### config.mk
export PLATFORM = sky130hd
export DESIGN_NAME = disk_sector_gcr_encoder
export DESIGN_NICKNAME = d
export VERILOG_FILES = /design/src/rtl/dsgcr_pkg.sv /design/src/rtl/dsgcr_front.sv /design/src/rtl/dsgcr_cmd_fifo.sv /design/src/rtl/dsgcr_back.sv /design/src/rtl/disk_sector_gcr_encoder.sv
export SDC_FILE = /design/constraint.sdc
export NUM_CORES = 1
export LEC_CHECK = 0
export BUFFER_PORTS_ARGS = -buffer_cell sky130_fd_sc_hd__buf_2
export CELL_PAD_IN_SITES_DETAIL_PLACEMENT = 1
export CELL_PAD_IN_SITES_GLOBAL_PLACEMENT = 1
export CORE_UTILIZATION = 45
export CTS_CLUSTER_SIZE = 40
export DETAILED_ROUTE_END_ITERATION = 10
export GPL_ROUTABILITY_DRIVEN = 0
export PLACE_DENSITY_LB_ADDON = 0.1
export SYNTH_ARGS = -nofsm -noshare
export SYNTH_HDL_FRONTEND = slang
export SYNTH_SLANG_ARGS = --single-unit
### constraint.sdc
create_clock -name clk -period 5.55 [get_ports clk]
set_input_delay 0.555 -clock clk [delete_from_list [all_inputs] [get_ports clk]]
set_output_delay 0.555 -clock clk [all_outputs]
set_load 0.005 [all_outputs]
### src/rtl/dsgcr_pkg.sv
// shared types, constants and gcr helpers for the disk sector gcr encoder
`timescale 1ns / 1ps
package dsgcr_pkg;

  localparam int SECTOR_BYTES = 256;
  localparam int POS_W        = $clog2(SECTOR_BYTES);
  localparam int CMD_DEPTH    = 4;

  localparam logic [7:0] SYNC_BYTE   = 8'hFF;
  localparam logic [7:0] HEADER_MARK = 8'h08;
  localparam logic [7:0] DATA_MARK   = 8'h07;
  localparam logic [7:0] HEADER_PAD  = 8'h0F;
  localparam logic [7:0] GAP_BYTE    = 8'h55;
  localparam logic [2:0] SYNC_LAST   = 3'd4;
  localparam logic [2:0] GROUP_LAST  = 3'd4;
  localparam logic [5:0] HGAP_MAX    = 6'd32;
  localparam logic [5:0] TGAP_MAX    = 6'd59;

  localparam logic [5:0] RST_TRACK = 6'd18;
  localparam logic [5:0] RST_GAP   = 6'd9;

  typedef enum logic [2:0] {
    REG_TRACK = 3'd0,
    REG_ID1   = 3'd1,
    REG_ID2   = 3'd2,
    REG_HGAP  = 3'd3,
    REG_TGAP  = 3'd4
  } reg_idx_t;

  typedef struct packed {
    logic [7:0] data_byte;
    logic [4:0] sector_index;
  } in_item_t;

  typedef struct packed {
    logic [7:0] gcr_byte;
    logic       run_last;
  } out_item_t;

  typedef struct packed {
    logic [5:0] track_number;
    logic [7:0] disk_id_first;
    logic [7:0] disk_id_second;
    logic [5:0] header_gap_count;
    logic [5:0] tail_gap_count;
  } cfg_t;

  typedef enum logic [1:0] {
    CMD_HDR  = 2'd0,
    CMD_GRP  = 2'd1,
    CMD_TAIL = 2'd2
  } cmd_kind_t;

  typedef struct packed {
    cmd_kind_t   kind;
    logic [31:0] bytes;
  } cmd_t;

  function automatic logic [4:0] nib5(input logic [3:0] n);
    logic [4:0] c;
    case (n)
      4'h0: c = 5'h0a;
      4'h1: c = 5'h0b;
      4'h2: c = 5'h12;
      4'h3: c = 5'h13;
      4'h4: c = 5'h0e;
      4'h5: c = 5'h0f;
      4'h6: c = 5'h16;
      4'h7: c = 5'h17;
      4'h8: c = 5'h09;
      4'h9: c = 5'h19;
      4'ha: c = 5'h1a;
      4'hb: c = 5'h1b;
      4'hc: c = 5'h0d;
      4'hd: c = 5'h1d;
      4'he: c = 5'h1e;
      default: c = 5'h15;
    endcase
    return c;
  endfunction

  // four bytes, msb first, become forty code bits
  function automatic logic [39:0] gcr_encode(input logic [31:0] b);
    logic [39:0] r;
    r = '0;
    for (int i = 0; i < 8; i++) begin
      r[5*i +: 5] = nib5(b[4*i +: 4]);
    end
    return r;
  endfunction

endpackage

### src/rtl/dsgcr_front.sv
// front end: tracks sector position, builds group and framing requests
`timescale 1ns / 1ps
module dsgcr_front
  import dsgcr_pkg::*;
(
  input  logic     clk,
  input  logic     rst_n,
  input  cfg_t     cfg,
  input  logic     in_take,
  input  in_item_t in_item,
  output logic     cmd_wr,
  output cmd_t     cmd_data
);

  logic [POS_W-1:0] pos_r, pos_nxt;
  logic [23:0]      hold_r, hold_nxt;
  logic [7:0]       csum_r, csum_nxt;
  logic [7:0]       d;
  logic [7:0]       sec8;
  logic [7:0]       trk8;
  logic [7:0]       csum_upd;

  assign d        = in_item.data_byte;
  assign sec8     = {3'b000, in_item.sector_index};
  assign trk8     = {2'b00, cfg.track_number};
  assign csum_upd = csum_r ^ d;

  always_comb begin
    pos_nxt  = pos_r;
    hold_nxt = hold_r;
    csum_nxt = csum_r;
    cmd_wr   = 1'b0;
    cmd_data = '{kind: CMD_GRP, bytes: {hold_r, d}};
    if (in_take) begin
      pos_nxt = pos_r + 1'b1;
      if (pos_r == '0) begin
        cmd_wr   = 1'b1;
        cmd_data = '{kind: CMD_HDR,
                     bytes: {HEADER_MARK,
                             sec8 ^ trk8 ^ cfg.disk_id_second ^ cfg.disk_id_first,
                             sec8, trk8}};
        csum_nxt = d;
        hold_nxt = {8'h00, DATA_MARK, d};
      end else if (pos_r == POS_W'(SECTOR_BYTES - 1)) begin
        cmd_wr   = 1'b1;
        cmd_data = '{kind: CMD_TAIL, bytes: {d, csum_upd, 16'h0000}};
        csum_nxt = csum_upd;
        hold_nxt = '0;
      end else begin
        csum_nxt = csum_upd;
        // a group closes at positions 2, 6, 10, ...
        if (pos_r[1:0] == 2'b10) begin
          cmd_wr   = 1'b1;
          hold_nxt = '0;
        end else begin
          hold_nxt = {hold_r[15:0], d};
        end
      end
    end
  end

  always_ff @(posedge clk) begin
    if (!rst_n) begin
      pos_r  <= '0;
      hold_r <= '0;
      csum_r <= '0;
    end else begin
      pos_r  <= pos_nxt;
      hold_r <= hold_nxt;
      csum_r <= csum_nxt;
    end
  end

endmodule

### src/rtl/dsgcr_cmd_fifo.sv
// short request queue between front and back
`timescale 1ns / 1ps
module dsgcr_cmd_fifo
  import dsgcr_pkg::*;
#(
  parameter int DEPTH = CMD_DEPTH
) (
  input  logic                       clk,
  input  logic                       rst_n,
  input  logic                       wr,
  input  cmd_t                       wr_data,
  input  logic                       rd,
  output cmd_t                       rd_data,
  output logic                       full,
  output logic                       empty,
  output logic [$clog2(DEPTH+1)-1:0] level
);

  localparam int PW = (DEPTH > 1) ? $clog2(DEPTH) : 1;
  localparam int LW = $clog2(DEPTH + 1);

  cmd_t          mem_r [DEPTH];
  logic [PW-1:0] wp_r, rp_r;
  logic [LW-1:0] cnt_r;

  assign full    = (cnt_r == LW'(DEPTH));
  assign empty   = (cnt_r == '0);
  assign level   = cnt_r;
  assign rd_data = mem_r[rp_r];

  always_ff @(posedge clk) begin
    if (wr) begin
      mem_r[wp_r] <= wr_data;
    end
  end

  always_ff @(posedge clk) begin
    if (!rst_n) begin
      wp_r  <= '0;
      rp_r  <= '0;
      cnt_r <= '0;
    end else begin
      if (wr) begin
        wp_r <= (wp_r == PW'(DEPTH - 1)) ? '0 : wp_r + 1'b1;
      end
      if (rd) begin
        rp_r <= (rp_r == PW'(DEPTH - 1)) ? '0 : rp_r + 1'b1;
      end
      case ({wr, rd})
        2'b10:   cnt_r <= cnt_r + 1'b1;
        2'b01:   cnt_r <= cnt_r - 1'b1;
        default: cnt_r <= cnt_r;
      endcase
    end
  end

endmodule

### src/rtl/dsgcr_back.sv
// back end: expands each request into output bytes, one per cycle unless pop is held off
`timescale 1ns / 1ps
module dsgcr_back
  import dsgcr_pkg::*;
(
  input  logic      clk,
  input  logic      rst_n,
  input  cfg_t      cfg,
  input  logic      cmd_avail,
  input  cmd_t      cmd_data,
  output logic      cmd_rd,
  input  logic      out_pop,
  output logic      out_empty,
  output out_item_t out_item
);

  typedef enum logic [2:0] {
    ST_IDLE,
    ST_SYNC_A,
    ST_GRP_A,
    ST_GRP_B,
    ST_GAP,
    ST_SYNC_B
  } state_t;

  state_t      state_r, state_nxt;
  cmd_kind_t   kind_r, kind_nxt;
  logic [5:0]  cnt_r, cnt_nxt;
  logic [39:0] shift_r, shift_nxt;
  logic        oval_r, oval_nxt;
  out_item_t   oitem_r, oitem_nxt;
  logic        adv;
  logic [5:0]  hgap;
  logic [5:0]  tgap;
  logic [5:0]  gap_len;

  assign hgap    = (cfg.header_gap_count > HGAP_MAX) ? HGAP_MAX : cfg.header_gap_count;
  assign tgap    = (cfg.tail_gap_count > TGAP_MAX) ? TGAP_MAX : cfg.tail_gap_count;
  assign gap_len = (kind_r == CMD_HDR) ? hgap : tgap;

  assign adv       = !oval_r || out_pop;
  assign cmd_rd    = (state_r == ST_IDLE) && cmd_avail;
  assign out_empty = !oval_r;
  assign out_item  = oitem_r;

  always_comb begin
    state_nxt = state_r;
    kind_nxt  = kind_r;
    cnt_nxt   = cnt_r;
    shift_nxt = shift_r;
    oval_nxt  = oval_r && !out_pop;
    oitem_nxt = oitem_r;
    if (state_r == ST_IDLE) begin
      if (cmd_avail) begin
        kind_nxt  = cmd_data.kind;
        cnt_nxt   = '0;
        shift_nxt = gcr_encode(cmd_data.bytes);
        state_nxt = (cmd_data.kind == CMD_HDR) ? ST_SYNC_A : ST_GRP_A;
      end
    end else if (adv) begin
      oval_nxt           = 1'b1;
      oitem_nxt.run_last = 1'b0;
      cnt_nxt            = cnt_r + 1'b1;
      unique case (state_r)
        ST_SYNC_A: begin
          oitem_nxt.gcr_byte = SYNC_BYTE;
          if (cnt_r[2:0] == SYNC_LAST) begin
            cnt_nxt   = '0;
            state_nxt = ST_GRP_A;
          end
        end
        ST_GRP_A, ST_GRP_B: begin
          oitem_nxt.gcr_byte = shift_r[39:32];
          shift_nxt          = {shift_r[31:0], 8'h00};
          if (cnt_r[2:0] == GROUP_LAST) begin
            cnt_nxt = '0;
            if (state_r == ST_GRP_B) begin
              state_nxt = (hgap == '0) ? ST_SYNC_B : ST_GAP;
            end else if (kind_r == CMD_HDR) begin
              shift_nxt = gcr_encode({cfg.disk_id_second, cfg.disk_id_first,
                                      HEADER_PAD, HEADER_PAD});
              state_nxt = ST_GRP_B;
            end else if (kind_r == CMD_TAIL && tgap != '0) begin
              state_nxt = ST_GAP;
            end else begin
              oitem_nxt.run_last = 1'b1;
              state_nxt          = ST_IDLE;
            end
          end
        end
        ST_GAP: begin
          oitem_nxt.gcr_byte = GAP_BYTE;
          if (cnt_r == gap_len - 1'b1) begin
            cnt_nxt = '0;
            if (kind_r == CMD_HDR) begin
              state_nxt = ST_SYNC_B;
            end else begin
              oitem_nxt.run_last = 1'b1;
              state_nxt          = ST_IDLE;
            end
          end
        end
        ST_SYNC_B: begin
          oitem_nxt.gcr_byte = SYNC_BYTE;
          if (cnt_r[2:0] == SYNC_LAST) begin
            cnt_nxt            = '0;
            oitem_nxt.run_last = 1'b1;
            state_nxt          = ST_IDLE;
          end
        end
        default: begin
          state_nxt = ST_IDLE;
        end
      endcase
    end
  end

  always_ff @(posedge clk) begin
    if (!rst_n) begin
      state_r <= ST_IDLE;
      kind_r  <= CMD_GRP;
      cnt_r   <= '0;
      oval_r  <= 1'b0;
    end else begin
      state_r <= state_nxt;
      kind_r  <= kind_nxt;
      cnt_r   <= cnt_nxt;
      oval_r  <= oval_nxt;
    end
    shift_r <= shift_nxt;
    oitem_r <= oitem_nxt;
  end

endmodule

### src/rtl/disk_sector_gcr_encoder.sv
// top level of the disk sector gcr encoder
//
// Usage: feed the 256 data bytes of a sector in order on in_item (push/full);
// the sector number is taken with the first byte. Encoded track bytes come
// out on out_item (empty/pop), oldest first; run_last marks the last byte
// caused by one input byte. Non-first bytes closing no group produce nothing.
// Flow: a taken input's request is written into the request queue; the
// expander reads it from there when idle, loads it into its shift register
// and then emits one registered byte per cycle unless pop is held off.
// Throughput: one input per cycle while the request queue has room; the single
// expander finishes all bytes of one request before it loads the next. A
// sector header makes 20 plus the header gap bytes, a group five, the closing
// group five plus the trailing gap. Inputs stall (full) only when the request
// queue fills.
// Configuration registers (track, two ids, two gap counts) are written through
// cfg_we/cfg_index/cfg_data, by the user only while idle, which the block does
// not enforce. Reset (rst_n low, synchronous) empties the queues, returns to
// sector byte 0 and loads the register defaults. When the receiver holds off
// pop, the current byte stays put and the expander and then the queue fill up.
`timescale 1ns / 1ps
module disk_sector_gcr_encoder
  import dsgcr_pkg::*;
#(
  parameter int CMD_FIFO_DEPTH = CMD_DEPTH
) (
  input  logic      clk,
  input  logic      rst_n,
  input  logic      in_push,
  output logic      in_full,
  input  in_item_t  in_item,
  output logic      out_empty,
  input  logic      out_pop,
  output out_item_t out_item,
  input  logic      cfg_we,
  input  logic [2:0] cfg_index,
  input  logic [7:0] cfg_data
);

  localparam int LVL_W = $clog2(CMD_FIFO_DEPTH + 1);

  cfg_t             cfg_r;
  logic             in_take;
  logic             cmd_wr;
  cmd_t             cmd_wdata;
  logic             cmd_rd;
  cmd_t             cmd_rdata;
  logic             cmd_empty;
  logic [LVL_W-1:0] cmd_level;
  logic             out_take;

  assign in_take  = in_push && !in_full;
  assign out_take = out_pop && !out_empty;

  always_ff @(posedge clk) begin
    if (!rst_n) begin
      cfg_r.track_number     <= RST_TRACK;
      cfg_r.disk_id_first    <= '0;
      cfg_r.disk_id_second   <= '0;
      cfg_r.header_gap_count <= RST_GAP;
      cfg_r.tail_gap_count   <= RST_GAP;
    end else if (cfg_we) begin
      unique case (cfg_index)
        REG_TRACK: cfg_r.track_number     <= cfg_data[5:0];
        REG_ID1:   cfg_r.disk_id_first    <= cfg_data;
        REG_ID2:   cfg_r.disk_id_second   <= cfg_data;
        REG_HGAP:  cfg_r.header_gap_count <= cfg_data[5:0];
        REG_TGAP:  cfg_r.tail_gap_count   <= cfg_data[5:0];
        default:   cfg_r <= cfg_r;
      endcase
    end
  end

  dsgcr_front u_front (
    .clk      (clk),
    .rst_n    (rst_n),
    .cfg      (cfg_r),
    .in_take  (in_take),
    .in_item  (in_item),
    .cmd_wr   (cmd_wr),
    .cmd_data (cmd_wdata)
  );

  dsgcr_cmd_fifo #(
    .DEPTH (CMD_FIFO_DEPTH)
  ) u_cmd_fifo (
    .clk     (clk),
    .rst_n   (rst_n),
    .wr      (cmd_wr),
    .wr_data (cmd_wdata),
    .rd      (cmd_rd),
    .rd_data (cmd_rdata),
    .full    (in_full),
    .empty   (cmd_empty),
    .level   (cmd_level)
  );

  dsgcr_back u_back (
    .clk       (clk),
    .rst_n     (rst_n),
    .cfg       (cfg_r),
    .cmd_avail (!cmd_empty),
    .cmd_data  (cmd_rdata),
    .cmd_rd    (cmd_rd),
    .out_pop   (out_take),
    .out_empty (out_empty),
    .out_item  (out_item)
  );

`ifndef NO_ASSERTIONS
  a_level_bound : assert property (@(posedge clk) disable iff (!rst_n)
    cmd_level <= LVL_W'(CMD_FIFO_DEPTH))
    else $error("request queue level beyond depth");

  a_no_write_when_full : assert property (@(posedge clk) disable iff (!rst_n)
    cmd_level == LVL_W'(CMD_FIFO_DEPTH) |-> !cmd_wr)
    else $error("request written into a full queue");

  a_no_read_when_empty : assert property (@(posedge clk) disable iff (!rst_n)
    cmd_rd |-> cmd_level != '0)
    else $error("request read from an empty queue");

  a_level_tracks : assert property (@(posedge clk) disable iff (!rst_n)
    (cmd_wr && !cmd_rd) |=> cmd_level == $past(cmd_level) + 1'b1)
    else $error("queue level missed a write");
`endif

endmodule
# Yosys cells after proc, flatten, opt, wreduce, memory -nomap -nowiden
# Memories as Yosys holds them, arrays and structs flattened. A register that Yosys moved wholly into a read port is not among the register bits.
# Index checks and enable logic that the tools add are counted.
# totals
regBits	142
mem_bits_rw	136
romBits	960
inputBits	29
out_inout_bits	11
elab_cells	173
memories	13
# classes
n_addsub	7
magnitude_cmp	2
eq_ne	24
mux	67
n_bitwise	6
n_reduce_logical	36
# memory_table
memory	words	width	read_ports	rd_ports_with_merged_regs	wr	line_no	text
u_cmd_fifo.mem_r	4	34	1	1	1	dsgcr_cmd_fifo.sv:22	cmd_t mem_r [DEPTH];
(name not given)	16	5	1	0	0	dsgcr_pkg.sv:61	case (n)
(name not given)	16	5	1	0	0	dsgcr_pkg.sv:61	
(name not given)	16	5	1	0	0	dsgcr_pkg.sv:61	
(name not given)	16	5	1	0	0	dsgcr_pkg.sv:61	
(name not given)	16	5	1	0	0	dsgcr_pkg.sv:61	
7 more memories	--	--	--	--	--	--	
# op_table
op	n
two-way mux 40 bit	7
two-way mux 34 bit	3
two-way mux 24 bit	3
two-way mux 6 bit	8
two-way mux 3 bit	11
two-way mux 4 bit	8
one-hot mux 8 bit (3 select lines)	1
XOR 8 bit	3
two-way mux 1 bit	16
AND reduction 2 bit	8
equality test 3 bit (second input constant)	5
equality test 3 x 2 -> 1 bit (second input constant)	4
> comparator 6 bit (second input constant)	2
inequality test 3 x 1 -> 1 bit (second input constant)	4
one-hot mux 3 bit (4 select lines)	1
one-hot mux 6 bit (2 select lines)	1
equality test 2 bit (second input constant)	5
two-way mux 2 bit	5
zero test 3 bit	3
adder 8 x 1 -> 8 bit (second input constant)	1
equality test 8 bit (second input constant)	1
zero test 8 bit	1
two-way mux 8 bit	1
adder 6 x 1 -> 6 bit (second input constant)	1
24 further kinds	39

# Longest topological paths before layout
# depth
ltp_word	11
depth_mapped	13
mapped_depth_nobuf	12

# Cells and area by module
# From an unflattened synthesis, not the netlist that was laid out.
# hier_totals
hier_cells	1052
hier_area_um2	12931.2
# modules_own_cells
mod	n_inst	cells_per_inst	area_each_um2	seq_area_each_um2
dsgcr_cmd_fifo	1	225	5418.9	4264.1
dsgcr_back	1	402	3681.0	1711.6
dsgcr_front	1	293	2477.4	800.8
disk_sector_gcr_encoder	1	132	1353.8	680.7

# Worst setup path before layout
# No wires, ideal clock.
# synth_path
path_type	flip-flop to flip-flop
start	register u_back.state_r[1]
end	register u_back.shift_r[0], enable pin
setup_ns	0.493
arrival_ns	3.553
required_ns	5.057
setup_slack_ns	1.504
path_stages_with_launch	4
n_path_buf	1
synth_period_minus_slack_ns	4.046
path_cell_list	dfxtp_1 clkbuf_1 nand2_1 o21ai_0
# synth_via
elab_chain_cells	4
elab_cells_between_ends	8
cone_classes	eq/ne: 3; reduce/logical: 5
# synth_lines
element	line_no	text
start, declared	dsgcr_back.sv:26	state_t state_r, state_nxt;
start signal, assigned	dsgcr_back.sv:125	state_r <= state_nxt;
equality test 3 x 2 -> 1 bit	dsgcr_back.sv:64	unique case (state_r)
OR reduction 2 bit	dsgcr_back.sv:64	
nonzero test 2 bit (no line)	--	
AND reduction 3 bit (no line) *	--	
end signal, assigned	dsgcr_back.sv:130	shift_r <= shift_nxt;
end, declared	dsgcr_back.sv:29	logic [39:0] shift_r, shift_nxt;
# Every way passes the cells marked *; elsewhere a longest branch is shown, timed or not.
# A chain may end at the register's enable or synchronous reset.

# Worst setup path in the final report
# layout_path
start	register u_front.pos_r[0]
end	register u_cmd_fifo.cnt_r[2] (netlist: u_cmd_fifo.level[2])
# layout_via
elab_chain_cells	7
elab_cells_between_ends	11
cone_classes	eq/ne: 4; mux: 5; reduce/logical: 2
# layout_lines
element	line_no	text
start, declared	dsgcr_front.sv:15	logic [POS_W-1:0] pos_r, pos_nxt;
start signal, assigned	dsgcr_front.sv:68	pos_r <= pos_nxt;
equality test 2 bit	dsgcr_front.sv:52	if (pos_r[1:0] == 2'b10) begin
two-way mux 1 bit	dsgcr_front.sv:52	
two-way mux 1 bit	dsgcr_front.sv:44	end else if (pos_r == POS_W'(SECTOR_BYTES - 1)) begin
two-way mux 1 bit *	dsgcr_front.sv:36	if (pos_r == '0) begin
two-way mux 1 bit *	dsgcr_front.sv:34	if (in_take) begin
equality test 2 x 1 -> 1 bit / equality test 2 bit (equally long branches)	dsgcr_cmd_fifo.sv:49	case ({wr, rd})
one-hot mux 3 bit (2 select lines) / nonzero test 2 bit (equally long branches)	--	
end signal, assigned	dsgcr_cmd_fifo.sv:50	2'b10: cnt_r <= cnt_r + 1'b1;
end signal, assigned	dsgcr_cmd_fifo.sv:51	2'b01: cnt_r <= cnt_r - 1'b1;
end signal, assigned	dsgcr_cmd_fifo.sv:52	default: cnt_r <= cnt_r;
end, declared	dsgcr_cmd_fifo.sv:24	logic [LW-1:0] cnt_r;
# Marked as above.

==> results.yml <==
global_routing:
  grt_util_all_layers: 0.232
  grt_first_pass_wirelength_um: 50600
  grt_pass1_vias: 8701
  antenna_found_initial: 0
  grt-ovfl-total: 0
  grt_max_degree: 66
floorplan:
  chipHeight_um: 172
  design.core.area_sq_um: 28100
  rows: 61
  start_util: 0.462
  die_x_um: 172
  design.die.area_sq_um: 29500
  ios: 40
run:
  cap_violations: 0
power:
  pwr-share-comb: 0.274
  power_frac_seq: 0.426
  intPower_w: 0.00509
  pwr-share-clk: 0.300
  cellLeakagePower_nw: 5.20
  p_switching_w: 0.00244
  p_per_area_nw_per_um2: 513
  swShare: 0.324
  irDropWorstVdd_uv: 282
cts:
  cts.clk_slew.worst_paths_ns: 0.06
  cts_buffer_depth: 3
  cts_root_buffer: "clkbuf_16"
  post-cts-setup-buffers: 0
  h-tree-depth: 2
  cts_hold_buf: 0
  cts_tree: "built"
  clock_latency_ns: 0.53
  cts_num_sinks: 300
  cts.repair.resized: 0
  cts_buffers: 34
timing:
  min_period_ns: 3.83
  max-slew-margin-rel: 0.223
  rsz0062_at_grt: "no"
  final-max-slew-violation-count: 0
  max_freq_mhz: 261
  setup_viol: 0
  fin_skew_ns: 0.0278
  tightestPinTransition_ns: 1.16
  fin_tns_setup_ns: 0
  period_share: 0.689
  hold_viol_final: 0
synthesis:
  synthAdderAreaFrac: 0.0131
  synth_edf_count: 185
  synth_area_leaders: "edfxtp_1 43%, dfxtp_1 18%, mux4_2 5.9%"
  ys_seq_area_frac: 0.605
  synth_top_area_frac: 0.428
  ys_ff_latch: 300
  synth_top_family_by_area: "simple AND/OR/NAND/NOR gates"
  netlist_area_sq_um: 13000
  syn-num-nets: 1115
  synthMuxAreaShare: 0.0818
  synth_flop_cell: "edfxtp_1"
  synthSimpleGateAreaFrac: 0.132
  synthTopCellsByCount: "185 x edfxtp_1, 150 x nand2_1, 115 x dfxtp_1"
  synth_area_per_cell_sq_um: 12.1
  syn_inst: 1073
  synth_area_leader_cell: "edfxtp_1"
  yosys_warnings: 0
  synth-compound-area-share: 0.115
  ys_types: 58
  synth_xor_area_frac: 0.0250
  yosysMostFrequentCell: "edfxtp_1"
  synthArstFlopShare: 0
route:
  avgViaCountPerCell: 5.61
  num_vias: 8441
  dr.first_iter.drc_count: 507
  wirelength_um: 32700
  ant_nets: 0
  drc: 0
  dr.pass1.iters: 5
  wire_per_inst_um: 21.7
finish:
  synthToLayoutAreaGrowth_pct: 13.1
  antenna_cells: 0
  multiInputGateArea_sq_um: 4810
  regArea_sq_um: 7860
  fillerInstances: 2938
  finalNonFillerCells: 1505
  layout-drive-gt1-share: 0.142
  nNetsFinal: 1143
critical_path:
  critical_path_class: "flip-flop to flip-flop"
  cp_max_fo: 12
  required_ns: 6.00
  critPathLaunchType: "flip-flop"
  worstSetupEndpointType: "flip-flop"
  cp.arrival_ns: 4.27
status:
  status: "complete, no violations"
place:
  io_buffers: 39
  dp_hpwl_um: 22600
  placedCellCount: 1443
min_path:
  hold_path_class: "primary input to flip-flop"
layout make-up:
| type | count | area share |
|---|---|---|
| tap | 378 | 0.0322 |
| sequential | 300 | 0.535 |
| multi-input combinational | 681 | 0.328 |
| timing repair buffer | 49 | 0.0184 |
| clock inverter | 17 | 0.0130 |
| clock buffer | 45 | 0.0643 |
| inverter | 35 | 0.00895 |
power by group through the flow:
stage               Combinational [W]  Clock (W)  Sequential (W)
global route                  0.00230    0.00239         0.00325
detailed placement            0.00208          0         0.00325
global placement              0.00204          0         0.00323
CTS                           0.00209    0.00231         0.00321
finish                        0.00206    0.00226         0.00321
floorplan                     0.00147          0         0.00318
worst max-delay path, stage by stage (launching register included):
cell	delay, ns
dfxtp_1	0.36
inv_1	0.10
ha_1	0.21
nor4b_1	0.15
nand2_1	0.33
a21oi_1	0.25
a21oi_1	0.93
ha_1	0.34
inv_1	0.06
fa_1	0.39
xor2_1	0.17
or3_1	0.30
a21boi_0	0.17
per-stage QoR:
stage	instance area, sq um	hold WS (ns)	setup slack (ns)	utilization	total power [W]
final	14700	0.355	1.72	0.523	0.00753
after global routing	14700	0.362	1.43	0.523	0.00794
after CTS	14700	0.346	1.66	0.523	0.00761
after detailed placement	13500	0.502	1.67	0.482	0.00533
after global placement	13500	0.483	1.86	0.482	0.00527
after floorplan	13000	0.465	1.50	-	0.00465
registers in the layout, summed over array words and instances (netlist names), 6 cells and up, named ones only:
signal            cells
u_back.cnt_r          6
u_cmd_fifo.mem_r    136
u_front.hold_r       24
u_front.csum_r        8
u_front.pos_r         8
u_back.out_item       9
cfg_r                34
u_back.shift_r       40
path summary, 6_finish.rpt:
path | slack (ns) | depth (start not counted) | endpoint | startpoint
setup reg to reg | 1.72 | 12 | u_cmd_fifo.level[2]$_SDFFE_PN0P_ | u_front.pos_r[0]$_SDFFE_PN0P_
hold / removal | 0.36 | 3 | cfg_r[26]$_SDFFE_PN0P_ | cfg_data[6]
setup / recovery | 1.72 | 12 | u_cmd_fifo.level[2]$_SDFFE_PN0P_ | u_front.pos_r[0]$_SDFFE_PN0P_
hold reg to reg | 0.51 | 1 | u_back.out_item[1]$_DFFE_PP_ | u_back.shift_r[32]$_DFFE_PP_
per-layer routing:
metal | GRT usage | part of all wire | vias up
met1 | 0.310 | 0.45 | 4262
met3 | 0.0320 | 0.036 | 49
met4 | 0.0835 | 0.028 | 0
met5 | 0 | 0 | -
li1 | - | - | 3984
met2 | 0.387 | 0.48 | 146
cells in the final DEF (no fill, tap or decap), types with 17 or more instances in the layout:
cell type / n
dfxtp_1: 114
a31oi_1: 25
nor2_1: 34
mux4_2: 34
a21oi_1: 29
a22o_1: 21
a22oi_1: 30
xnor2_1: 26
inv_1: 35
nor2b_1: 60
edfxtp_1: 185
and2_1: 17
nor3_1: 25
nand2_1: 150
o21ai_0: 50
mux2i_1: 24
buf_2: 39
clkbuf_16: 35
cells by family after synthesis:
group | Yosys count
compound gates | 217
xor+xnor | 37
fa+ha+maj | 13
buf+inv | 92
flops | 300
mux | 63
simple gates | 351
Note: power is estimated with default switching activity, not from simulation.
